$ cat config.mk
export PLATFORM = sky130hd
export DESIGN_NAME = quaternion_yaw_heading_tracker_flat
export DESIGN_NICKNAME = d
export VERILOG_FILES = /design/src/design/qyh_pkg.sv /design/src/design/qyh_report_if.sv /design/src/design/qyh_status_if.sv /design/src/design/quaternion_yaw_heading_tracker.sv /design/src/flat_wrapper.sv
export SDC_FILE = /design/constraint.sdc
export NUM_CORES = 2
export LEC_CHECK = 0
export ABC_AREA = 1
export BUFFER_PORTS_ARGS = -buffer_cell sky130_fd_sc_hd__buf_2
export CORE_MARGIN = 5
export CORE_UTILIZATION = 59
export CTS_CLUSTER_DIAMETER = 120
export DETAILED_ROUTE_END_ITERATION = 12
export PLACE_DENSITY = 0.76
export SLEW_MARGIN = 20
export SYNTH_ARGS = -nofsm -noshare
export SYNTH_HDL_FRONTEND = slang
export SYNTH_SLANG_ARGS = --single-unit
$ cat constraint.sdc
create_clock -name clk -period 10.7 [get_ports clk]
set_clock_uncertainty 0.15 [all_clocks]
set_input_delay 0 -clock clk [delete_from_list [all_inputs] [get_ports clk]]
set_output_delay 0 -clock clk [all_outputs]
set_load 0.02 [all_outputs]
$ cat src/design/qyh_pkg.sv
// ----------------------------------------------------------------------------
// qyh_pkg
// Types, constants and tables shared by the quaternion yaw heading tracker.
// ----------------------------------------------------------------------------
package qyh_pkg;

    typedef enum logic [3:0] {
        ST_IDLE,
        ST_MUL,
        ST_SETUP,
        ST_CORDIC,
        ST_YAW,
        ST_WRAP,
        ST_ZERO,
        ST_CDEG,
        ST_DONE
    } qyh_state_t;

    typedef enum logic [1:0] {
        KIND_ROT   = 2'd0,
        KIND_ZERO  = 2'd1,
        KIND_TICK  = 2'd2,
        KIND_OTHER = 2'd3
    } qyh_kind_t;

    typedef enum logic {
        CFG_YAW_NEGATE = 1'b0,
        CFG_TIMEOUT_MS = 1'b1
    } qyh_cfg_idx_t;

    localparam int MAX_STEPS = 24;
    localparam int STEP_W    = 5;

    localparam logic signed [16:0] PI_Q13      = 17'sd25736;
    localparam logic signed [17:0] TWO_PI_Q13  = 18'sd51472;
    localparam logic signed [20:0] PI_Q16      = 21'sd205887;
    localparam logic signed [16:0] CENTIDEG_K  = 17'sd45837;
    localparam logic signed [36:0] ONE_Q28     = 37'sd268435456;
    localparam logic signed [33:0] CDEG_ROUND  = 34'sd32768;
    localparam logic [15:0]        TIMEOUT_RST = 16'd100;
    localparam logic [15:0]        MS_MAX      = 16'hffff;

    // atan(2^-s) in q16 radians
    function automatic logic [15:0] atan_entry(input logic [STEP_W-1:0] idx);
        logic [15:0] v;
        case (idx)
            5'd0:    v = 16'd51472;
            5'd1:    v = 16'd30385;
            5'd2:    v = 16'd16055;
            5'd3:    v = 16'd8150;
            5'd4:    v = 16'd4091;
            5'd5:    v = 16'd2047;
            5'd6:    v = 16'd1024;
            5'd7:    v = 16'd512;
            5'd8:    v = 16'd256;
            5'd9:    v = 16'd128;
            5'd10:   v = 16'd64;
            5'd11:   v = 16'd32;
            5'd12:   v = 16'd16;
            5'd13:   v = 16'd8;
            5'd14:   v = 16'd4;
            5'd15:   v = 16'd2;
            5'd16:   v = 16'd1;
            default: v = 16'd0;
        endcase
        return v;
    endfunction

    // single fold back into [-pi, pi], input lies within [-2pi, 2pi]
    function automatic logic signed [15:0] wrap_pi(input logic signed [17:0] a);
        logic signed [17:0] w;
        if (a > 18'(PI_Q13))
            w = a - TWO_PI_Q13;
        else if (a < -18'(PI_Q13))
            w = a + TWO_PI_Q13;
        else
            w = a;
        return w[15:0];
    endfunction

endpackage

$ cat src/design/qyh_report_if.sv
// ----------------------------------------------------------------------------
// qyh_report_if
// Input channel: one report beat with its kind and quaternion parts.
// ----------------------------------------------------------------------------
interface qyh_report_if;

    logic               valid;
    logic               ready;
    logic [1:0]         kind;
    logic signed [15:0] quat_real;
    logic signed [15:0] quat_i;
    logic signed [15:0] quat_j;
    logic signed [15:0] quat_k;

    modport source
    (
        output valid,
        output kind,
        output quat_real,
        output quat_i,
        output quat_j,
        output quat_k,
        input  ready
    );

    modport sink
    (
        input  valid,
        input  kind,
        input  quat_real,
        input  quat_i,
        input  quat_j,
        input  quat_k,
        output ready
    );

endinterface

$ cat src/design/qyh_status_if.sv
// ----------------------------------------------------------------------------
// qyh_status_if
// Output channel: one status beat with heading and sensor health.
// ----------------------------------------------------------------------------
interface qyh_status_if;

    logic               valid;
    logic               ready;
    logic               new_heading;
    logic signed [15:0] heading_angle;
    logic signed [15:0] heading_centideg;
    logic               healthy;

    modport source
    (
        output valid,
        output new_heading,
        output heading_angle,
        output heading_centideg,
        output healthy,
        input  ready
    );

    modport sink
    (
        input  valid,
        input  new_heading,
        input  heading_angle,
        input  heading_centideg,
        input  healthy,
        output ready
    );

endinterface

$ cat src/design/quaternion_yaw_heading_tracker.sv
// ----------------------------------------------------------------------------
// quaternion_yaw_heading_tracker
// Rotation sample: states MUL, SETUP, CORDIC (CORDIC_STEPS iterations, capped at
// MAX_STEPS), YAW, WRAP, CDEG, DONE. Zero heading: ZERO, CDEG, DONE; tick and other
// reports: CDEG, DONE. One report at a time, the next taken in the same cycle that
// result valid rises, also while that result still waits; the multiplier is shared.
// Reset: heading, zero offset and tick count cleared, no mount negation,
// timeout 100 ms.
// ----------------------------------------------------------------------------
module quaternion_yaw_heading_tracker
    import qyh_pkg::*;
#(
    parameter int CORDIC_STEPS = 16
)
(
    input  logic         clk,
    input  logic         rst_n,
    input  logic         cfg_we,
    input  logic         cfg_index,
    input  logic [15:0]  cfg_wdata,
    qyh_report_if.sink   report,
    qyh_status_if.source status
);

    localparam int STEPS_USED = (CORDIC_STEPS > MAX_STEPS) ? MAX_STEPS : CORDIC_STEPS;
    localparam logic [STEP_W-1:0] LAST_STEP = STEP_W'(STEPS_USED - 1);

    // control and state registers
    qyh_state_t         state_reg, state_next;
    logic               negate_reg, negate_next;
    logic [15:0]        timeout_reg, timeout_next;
    logic signed [15:0] heading_reg, heading_next;
    logic signed [15:0] offset_reg, offset_next;
    logic [15:0]        ms_reg, ms_next;
    logic [2:0]         mcnt_reg, mcnt_next;
    logic [STEP_W-1:0]  step_reg, step_next;
    logic               out_valid_reg, out_valid_next;

    // payload registers
    logic               fresh_reg, fresh_next;
    logic signed [15:0] qr_reg, qi_reg, qj_reg, qk_reg;
    logic signed [33:0] prod_reg;
    logic signed [32:0] num_reg, num_next;
    logic signed [32:0] sq_reg, sq_next;
    logic signed [36:0] x_reg, x_next;
    logic signed [36:0] y_reg, y_next;
    logic signed [20:0] z_reg, z_next;
    logic               zero_reg, zero_next;
    logic signed [16:0] yaw_reg, yaw_next;
    logic               out_new_reg;
    logic signed [15:0] out_angle_reg;
    logic signed [15:0] out_cdeg_reg;
    logic               out_healthy_reg;

    // control decode
    logic               accept;
    logic               mul_en;
    logic               out_load;
    logic signed [16:0] mul_a, mul_b;
    logic signed [33:0] mul_p;

    // datapath temporaries
    logic signed [36:0] x0, y0, dx, dy;
    logic signed [20:0] tab, z_rnd;
    logic signed [16:0] yaw_c;
    logic signed [33:0] cd_full;

    assign accept       = report.valid && report.ready;
    assign mul_p        = 34'(mul_a) * 34'(mul_b);
    assign cd_full      = (prod_reg + CDEG_ROUND) >>> 16;

    assign status.valid            = out_valid_reg;
    assign status.new_heading      = out_new_reg;
    assign status.heading_angle    = out_angle_reg;
    assign status.heading_centideg = out_cdeg_reg;
    assign status.healthy          = out_healthy_reg;

    // next state
    always_comb
    begin
        state_next = state_reg;
        unique case (state_reg)
            ST_IDLE:
            begin
                if (accept)
                begin
                    unique case (qyh_kind_t'(report.kind))
                        KIND_ROT:   state_next = ST_MUL;
                        KIND_ZERO:  state_next = ST_ZERO;
                        KIND_TICK:  state_next = ST_CDEG;
                        KIND_OTHER: state_next = ST_CDEG;
                    endcase
                end
            end
            ST_MUL:
            begin
                if (mcnt_reg == 3'd4)
                    state_next = ST_SETUP;
            end
            ST_SETUP:  state_next = ST_CORDIC;
            ST_CORDIC:
            begin
                if (step_reg == LAST_STEP)
                    state_next = ST_YAW;
            end
            ST_YAW:    state_next = ST_WRAP;
            ST_WRAP:   state_next = ST_CDEG;
            ST_ZERO:   state_next = ST_CDEG;
            ST_CDEG:   state_next = ST_DONE;
            ST_DONE:
            begin
                if (out_load)
                    state_next = ST_IDLE;
            end
            default:   state_next = ST_IDLE;
        endcase
    end

    // control outputs and multiplier operand select
    always_comb
    begin
        report.ready = 1'b0;
        mul_en       = 1'b0;
        out_load     = 1'b0;
        mul_a        = 17'(qr_reg);
        mul_b        = 17'(qk_reg);
        unique case (state_reg)
            ST_IDLE:
            begin
                report.ready = 1'b1;
            end
            ST_MUL:
            begin
                mul_en = 1'b1;
                case (mcnt_reg)
                    3'd0:
                    begin
                        mul_a = 17'(qr_reg);
                        mul_b = 17'(qk_reg);
                    end
                    3'd1:
                    begin
                        mul_a = 17'(qi_reg);
                        mul_b = 17'(qj_reg);
                    end
                    3'd2:
                    begin
                        mul_a = 17'(qj_reg);
                        mul_b = 17'(qj_reg);
                    end
                    default:
                    begin
                        mul_a = 17'(qk_reg);
                        mul_b = 17'(qk_reg);
                    end
                endcase
            end
            ST_CDEG:
            begin
                mul_en = 1'b1;
                mul_a  = 17'(heading_reg);
                mul_b  = CENTIDEG_K;
            end
            ST_DONE:
            begin
                out_load = !out_valid_reg || status.ready;
            end
            default:
            begin
                mul_en = 1'b0;
            end
        endcase
    end

    // datapath next values
    always_comb
    begin
        negate_next    = negate_reg;
        timeout_next   = timeout_reg;
        heading_next   = heading_reg;
        offset_next    = offset_reg;
        ms_next        = ms_reg;
        mcnt_next      = mcnt_reg;
        step_next      = step_reg;
        fresh_next     = fresh_reg;
        num_next       = num_reg;
        sq_next        = sq_reg;
        x_next         = x_reg;
        y_next         = y_reg;
        z_next         = z_reg;
        zero_next      = zero_reg;
        yaw_next       = yaw_reg;
        out_valid_next = out_valid_reg;

        x0    = ONE_Q28 - (37'(sq_reg) <<< 1);
        y0    = 37'(num_reg) <<< 1;
        dx    = y_reg >>> step_reg;
        dy    = x_reg >>> step_reg;
        tab   = 21'(atan_entry(step_reg));
        z_rnd = (z_reg + 21'sd4) >>> 3;
        yaw_c = z_rnd[16:0];

        if (cfg_we)
        begin
            unique case (qyh_cfg_idx_t'(cfg_index))
                CFG_YAW_NEGATE: negate_next  = cfg_wdata[0];
                CFG_TIMEOUT_MS: timeout_next = cfg_wdata;
            endcase
        end

        if (status.ready)
            out_valid_next = 1'b0;
        if (out_load)
            out_valid_next = 1'b1;

        unique case (state_reg)
            ST_IDLE:
            begin
                if (accept)
                begin
                    fresh_next = (qyh_kind_t'(report.kind) == KIND_ROT);
                    mcnt_next  = 3'd0;
                    num_next   = '0;
                    sq_next    = '0;
                    case (qyh_kind_t'(report.kind))
                        KIND_ROT:
                        begin
                            ms_next = '0;
                        end
                        KIND_TICK:
                        begin
                            if (ms_reg != MS_MAX)
                                ms_next = ms_reg + 16'd1;
                        end
                        default:
                        begin
                            ms_next = ms_reg;
                        end
                    endcase
                end
            end
            ST_MUL:
            begin
                mcnt_next = mcnt_reg + 3'd1;
                if (mcnt_reg == 3'd1 || mcnt_reg == 3'd2)
                    num_next = num_reg + prod_reg[32:0];
                if (mcnt_reg == 3'd3 || mcnt_reg == 3'd4)
                    sq_next = sq_reg + prod_reg[32:0];
            end
            ST_SETUP:
            begin
                step_next = '0;
                zero_next = (x0 == '0) && (y0 == '0);
                if (x0 < 0)
                begin
                    z_next = (y0 >= 0) ? PI_Q16 : -PI_Q16;
                    x_next = -x0;
                    y_next = -y0;
                end
                else
                begin
                    z_next = '0;
                    x_next = x0;
                    y_next = y0;
                end
            end
            ST_CORDIC:
            begin
                step_next = step_reg + 1'b1;
                if (y_reg >= 0)
                begin
                    x_next = x_reg + dx;
                    y_next = y_reg - dy;
                    z_next = z_reg + tab;
                end
                else
                begin
                    x_next = x_reg - dx;
                    y_next = y_reg + dy;
                    z_next = z_reg - tab;
                end
            end
            ST_YAW:
            begin
                // clamp overshoot to +/-pi, zero vector gives zero
                if (z_rnd > 21'(PI_Q13))
                    yaw_c = PI_Q13;
                else if (z_rnd < -21'(PI_Q13))
                    yaw_c = -PI_Q13;
                if (zero_reg)
                    yaw_c = '0;
                yaw_next = negate_reg ? -yaw_c : yaw_c;
            end
            ST_WRAP:
            begin
                heading_next = wrap_pi(18'(yaw_reg) - 18'(offset_reg));
            end
            ST_ZERO:
            begin
                offset_next  = wrap_pi(18'(offset_reg) + 18'(heading_reg));
                heading_next = '0;
            end
            default:
            begin
                yaw_next = yaw_reg;
            end
        endcase
    end

    always_ff @(posedge clk or negedge rst_n)
    begin
        if (!rst_n)
        begin
            state_reg     <= ST_IDLE;
            negate_reg    <= 1'b0;
            timeout_reg   <= TIMEOUT_RST;
            heading_reg   <= '0;
            offset_reg    <= '0;
            ms_reg        <= '0;
            mcnt_reg      <= '0;
            step_reg      <= '0;
            out_valid_reg <= 1'b0;
        end
        else
        begin
            state_reg     <= state_next;
            negate_reg    <= negate_next;
            timeout_reg   <= timeout_next;
            heading_reg   <= heading_next;
            offset_reg    <= offset_next;
            ms_reg        <= ms_next;
            mcnt_reg      <= mcnt_next;
            step_reg      <= step_next;
            out_valid_reg <= out_valid_next;
        end
    end

    always_ff @(posedge clk)
    begin
        fresh_reg <= fresh_next;
        num_reg   <= num_next;
        sq_reg    <= sq_next;
        x_reg     <= x_next;
        y_reg     <= y_next;
        z_reg     <= z_next;
        zero_reg  <= zero_next;
        yaw_reg   <= yaw_next;
        if (accept)
        begin
            qr_reg <= report.quat_real;
            qi_reg <= report.quat_i;
            qj_reg <= report.quat_j;
            qk_reg <= report.quat_k;
        end
        if (mul_en)
            prod_reg <= mul_p;
        if (out_load)
        begin
            out_new_reg     <= fresh_reg;
            out_angle_reg   <= heading_reg;
            out_cdeg_reg    <= cd_full[15:0];
            out_healthy_reg <= (ms_reg < timeout_reg);
        end
    end

endmodule
$ cat src/flat_wrapper.sv
// flat-port wrapper written by rule: the top's interface ports become plain ports
module quaternion_yaw_heading_tracker_flat import qyh_pkg::*;
#(
    parameter int CORDIC_STEPS = 16
)
  (clk, rst_n, cfg_we, cfg_index, cfg_wdata, report_valid, report_kind, report_quat_real, report_quat_i, report_quat_j, report_quat_k, report_ready, status_valid, status_new_heading, status_heading_angle, status_heading_centideg, status_healthy, status_ready);
  qyh_report_if report_i ();
  qyh_status_if status_i ();
  input  logic clk;
  input  logic rst_n;
  input  logic cfg_we;
  input  logic cfg_index;
  input  logic [15:0] cfg_wdata;
  input wire logic [$bits(report_i.valid)-1:0] report_valid;
  input wire logic [$bits(report_i.kind)-1:0] report_kind;
  input wire logic [$bits(report_i.quat_real)-1:0] report_quat_real;
  input wire logic [$bits(report_i.quat_i)-1:0] report_quat_i;
  input wire logic [$bits(report_i.quat_j)-1:0] report_quat_j;
  input wire logic [$bits(report_i.quat_k)-1:0] report_quat_k;
  output wire logic [$bits(report_i.ready)-1:0] report_ready;
  output wire logic [$bits(status_i.valid)-1:0] status_valid;
  output wire logic [$bits(status_i.new_heading)-1:0] status_new_heading;
  output wire logic [$bits(status_i.heading_angle)-1:0] status_heading_angle;
  output wire logic [$bits(status_i.heading_centideg)-1:0] status_heading_centideg;
  output wire logic [$bits(status_i.healthy)-1:0] status_healthy;
  input wire logic [$bits(status_i.ready)-1:0] status_ready;
  assign report_i.valid = report_valid;
  assign report_i.kind = report_kind;
  assign report_i.quat_real = report_quat_real;
  assign report_i.quat_i = report_quat_i;
  assign report_i.quat_j = report_quat_j;
  assign report_i.quat_k = report_quat_k;
  assign report_ready = report_i.ready;
  assign status_valid = status_i.valid;
  assign status_new_heading = status_i.new_heading;
  assign status_heading_angle = status_i.heading_angle;
  assign status_heading_centideg = status_i.heading_centideg;
  assign status_healthy = status_i.healthy;
  assign status_i.ready = status_ready;
  quaternion_yaw_heading_tracker #(.CORDIC_STEPS(CORDIC_STEPS)) u_core (.clk(clk), .rst_n(rst_n), .cfg_we(cfg_we), .cfg_index(cfg_index), .cfg_wdata(cfg_wdata), .report(report_i), .status(status_i));
endmodule
==> results.yml <==
synth:
  netlist.area_leader.share_pct: 19.7
  yosysMostFrequentCell: "nand2_1"
  syn_inst: 6711
  syn_nets: 7407
  yosys.area.top_type: "edfxtp_1"
  syn_avg_cell_area_um2: 7.07
  async_flop_share_pct: 20.1
  synth_area_um2: 47500
  ys.flop_type: "edfxtp_1"
  yosys_warnings: 0
  synth_common_cells: "1683 x nand2_1, 992 x inv_1, 700 x nor2_1"
  yosysSeqAreaShare_pct: 23.8
  synth.distinct_cells: 70
  ys_top_cells_by_area: "edfxtp_1 20%, nand2_1 13%, fa_1 12%"
  ys_ff_latch: 389
  synth_edf_count: 311
floorplanning:
  rows: 104
  start_util_pct: 59.2
  core_area_um2: 80200
  ios: 124
  die_h_um: 294
  dieArea_um2: 86200
  fp.dieW_um: 294
layout:
  n_antenna_cell: 0
  syn_to_final_growth_pct: 10.4
  final_area_um2: 52400
  fillers: 7143
  layout.nets: 7620
  drive_gt1_share_pct: 5.87
  final_cells: 8024
grt:
  grt_max_degree: 79
  antenna_found_initial: 1
  grt_pass1_vias: 44420
  grt_pass1_wl_um: 243000
  track_usage_pct: 35.0
  grt_overflow: 0
cts:
  clkTransAtPathRegs_ns: 0.07
  clock_latency_ns: 0.64
  clock_path_buffers: 3
  cts_resized: 0
  cts_tree: "yes"
  root_buffer: "clkbuf_16"
  cts_buffers: 49
  cts_sinks: 389
  cts-htree-levels: 2
worst_setup_path:
  cp_common_cell: "inv_1"
  cp-end-kind: "flip-flop"
  cpPeakStageDelay_ns: 0.91
  critPathRequiredTime_ns: 10.90
  r2r_setup_slack_ns: 1.41
  crit_family: "adder cells"
  cp-start-kind: "flip-flop"
  worstPathArrival_ns: 9.49
  crit_path_max_fanout: 25
  critical_path_buf_inv_count: 11
  slowest_stage: "fa_1"
  path_class: "flip-flop to flip-flop"
detailed_routing:
  routedWlPerCell_um: 19.3
  drt_iter0_drc: 4282
  vias: 46430
  drc_errors: 0
  viasPerCell: 5.79
  wl_um: 155000
  postRouteAntennaNets: 0
  first_pass_iters: 6
place:
  place_area_um2: 49000
  hpwl_um: 119000
  dp_cells: 7769
  portBuffers: 123
  gp_congestion: 1.02
outcome:
  outcome: "finished clean"
sta:
  worst_slew_pin_slew_ns: 1.13
  setup-tns-final_ns: 0
  holdWs_ns: 0.0156
  slew_headroom_pct: 23.8
  slew_viol_final: 0
  rsz0062_at_grt: "false"
  setup_viol: 0
  hold_viol_final: 0
  fmax_mhz: 108
  fin_crit_sh_pct: 86.8
  fin_crit_ns: 9.29
flow_run:
  maxCapViolations: 0
hold_path:
  hold_class: "input pin to flip-flop"
-- area by class of cell --
type / count / area, µm² / area share (%)
clock buffers: 54 / 1240 / 2.38
clock inverters: 37 / 460 / 0.879
inverters: 1022 / 3840 / 7.32
multi-input cells: 5121 / 31600 / 60.2
flip-flops and latches: 389 / 11300 / 21.6
well taps: 1060 / 1330 / 2.53
repair buffers: 341 / 2670 / 5.09
-- stage by stage --
step	setup slack (ns)	util, %
after global routing	0.811	65.4
after global placement	1.74	61.2
final	1.41	65.4
after CTS	1.48	65.4
after detailed placement	1.55	61.2
after floorplan	3.00	-
-- placed cells by master (no fill, tap or decap), types with 49 or more instances in the layout --
master / netlist / final
nand4_1: 69 / 69
edfxtp_1: 311 / 311
dfrtp_1: 75 / 72
a21oi_1: 441 / 440
a31oi_1: 54 / 54
xor2_1: 127 / 127
o21ai_0: 354 / 354
buf_2: 46 / 122
nor3_1: 66 / 65
nand3_1: 460 / 460
dlygate4sd3_1: 0 / 164
nand2_1: 1683 / 1682
ha_1: 320 / 320
clkbuf_16: 0 / 49
buf_4: 17 / 55
xnor2_1: 81 / 81
fa_1: 288 / 288
inv_1: 992 / 990
nor2_1: 700 / 694
o21ai_1: 94 / 94
-- repair_timing --
action	in CTS	in global routing
setup buffers	0	0
endpoints found under the hold margin	177	0
hold buffers	164	0
-- per-layer routing --
metal,track usage [%],wire (µm),share of wire (%)
met1,46.5,63900,41
met2,57.9,71400,46
met3,4.66,11300,7.3
met4,15.0,8060,5.2
met5,0,0,0
-- kinds of logic after synthesis --
logic type,synth area share [%]
AND/OR/NAND/NOR,27.4
buffers and inverters,9.82
AO/OA/AOI/OAI,14.0
adder cells (fa/ha/maj),20.6
flip-flops,23.8
XOR/XNOR,4.24
multiplexers,0.0844
-- tightest hold or removal path: cells and delay by family --
family	cells	cell delay, ns
AOI/OAI and AO/OA	1	0.11
buffers and inverters	2	0.62
and+or+nand+nor	1	0.04
-- final timing paths --
check                              startpoint                   endpoint  cells after the start
max in group asynchronous               rst_n         u_core.step_reg[2]                      3
setup / recovery           u_core.mcnt_reg[1]        u_core.prod_reg[31]                     37
setup reg to reg           u_core.mcnt_reg[1]        u_core.prod_reg[31]                     37
hold reg to reg              u_core.fresh_reg  u_core.status.new_heading                      0
hold / removal                  cfg_wdata[12]     u_core.timeout_reg[12]                      4
min in group asynchronous               rst_n      u_core.timeout_reg[0]                      3
Power is left out: the tool's default activity adds up to more than one toggle a clock period on the data nets, which glitch-free logic cannot reach.
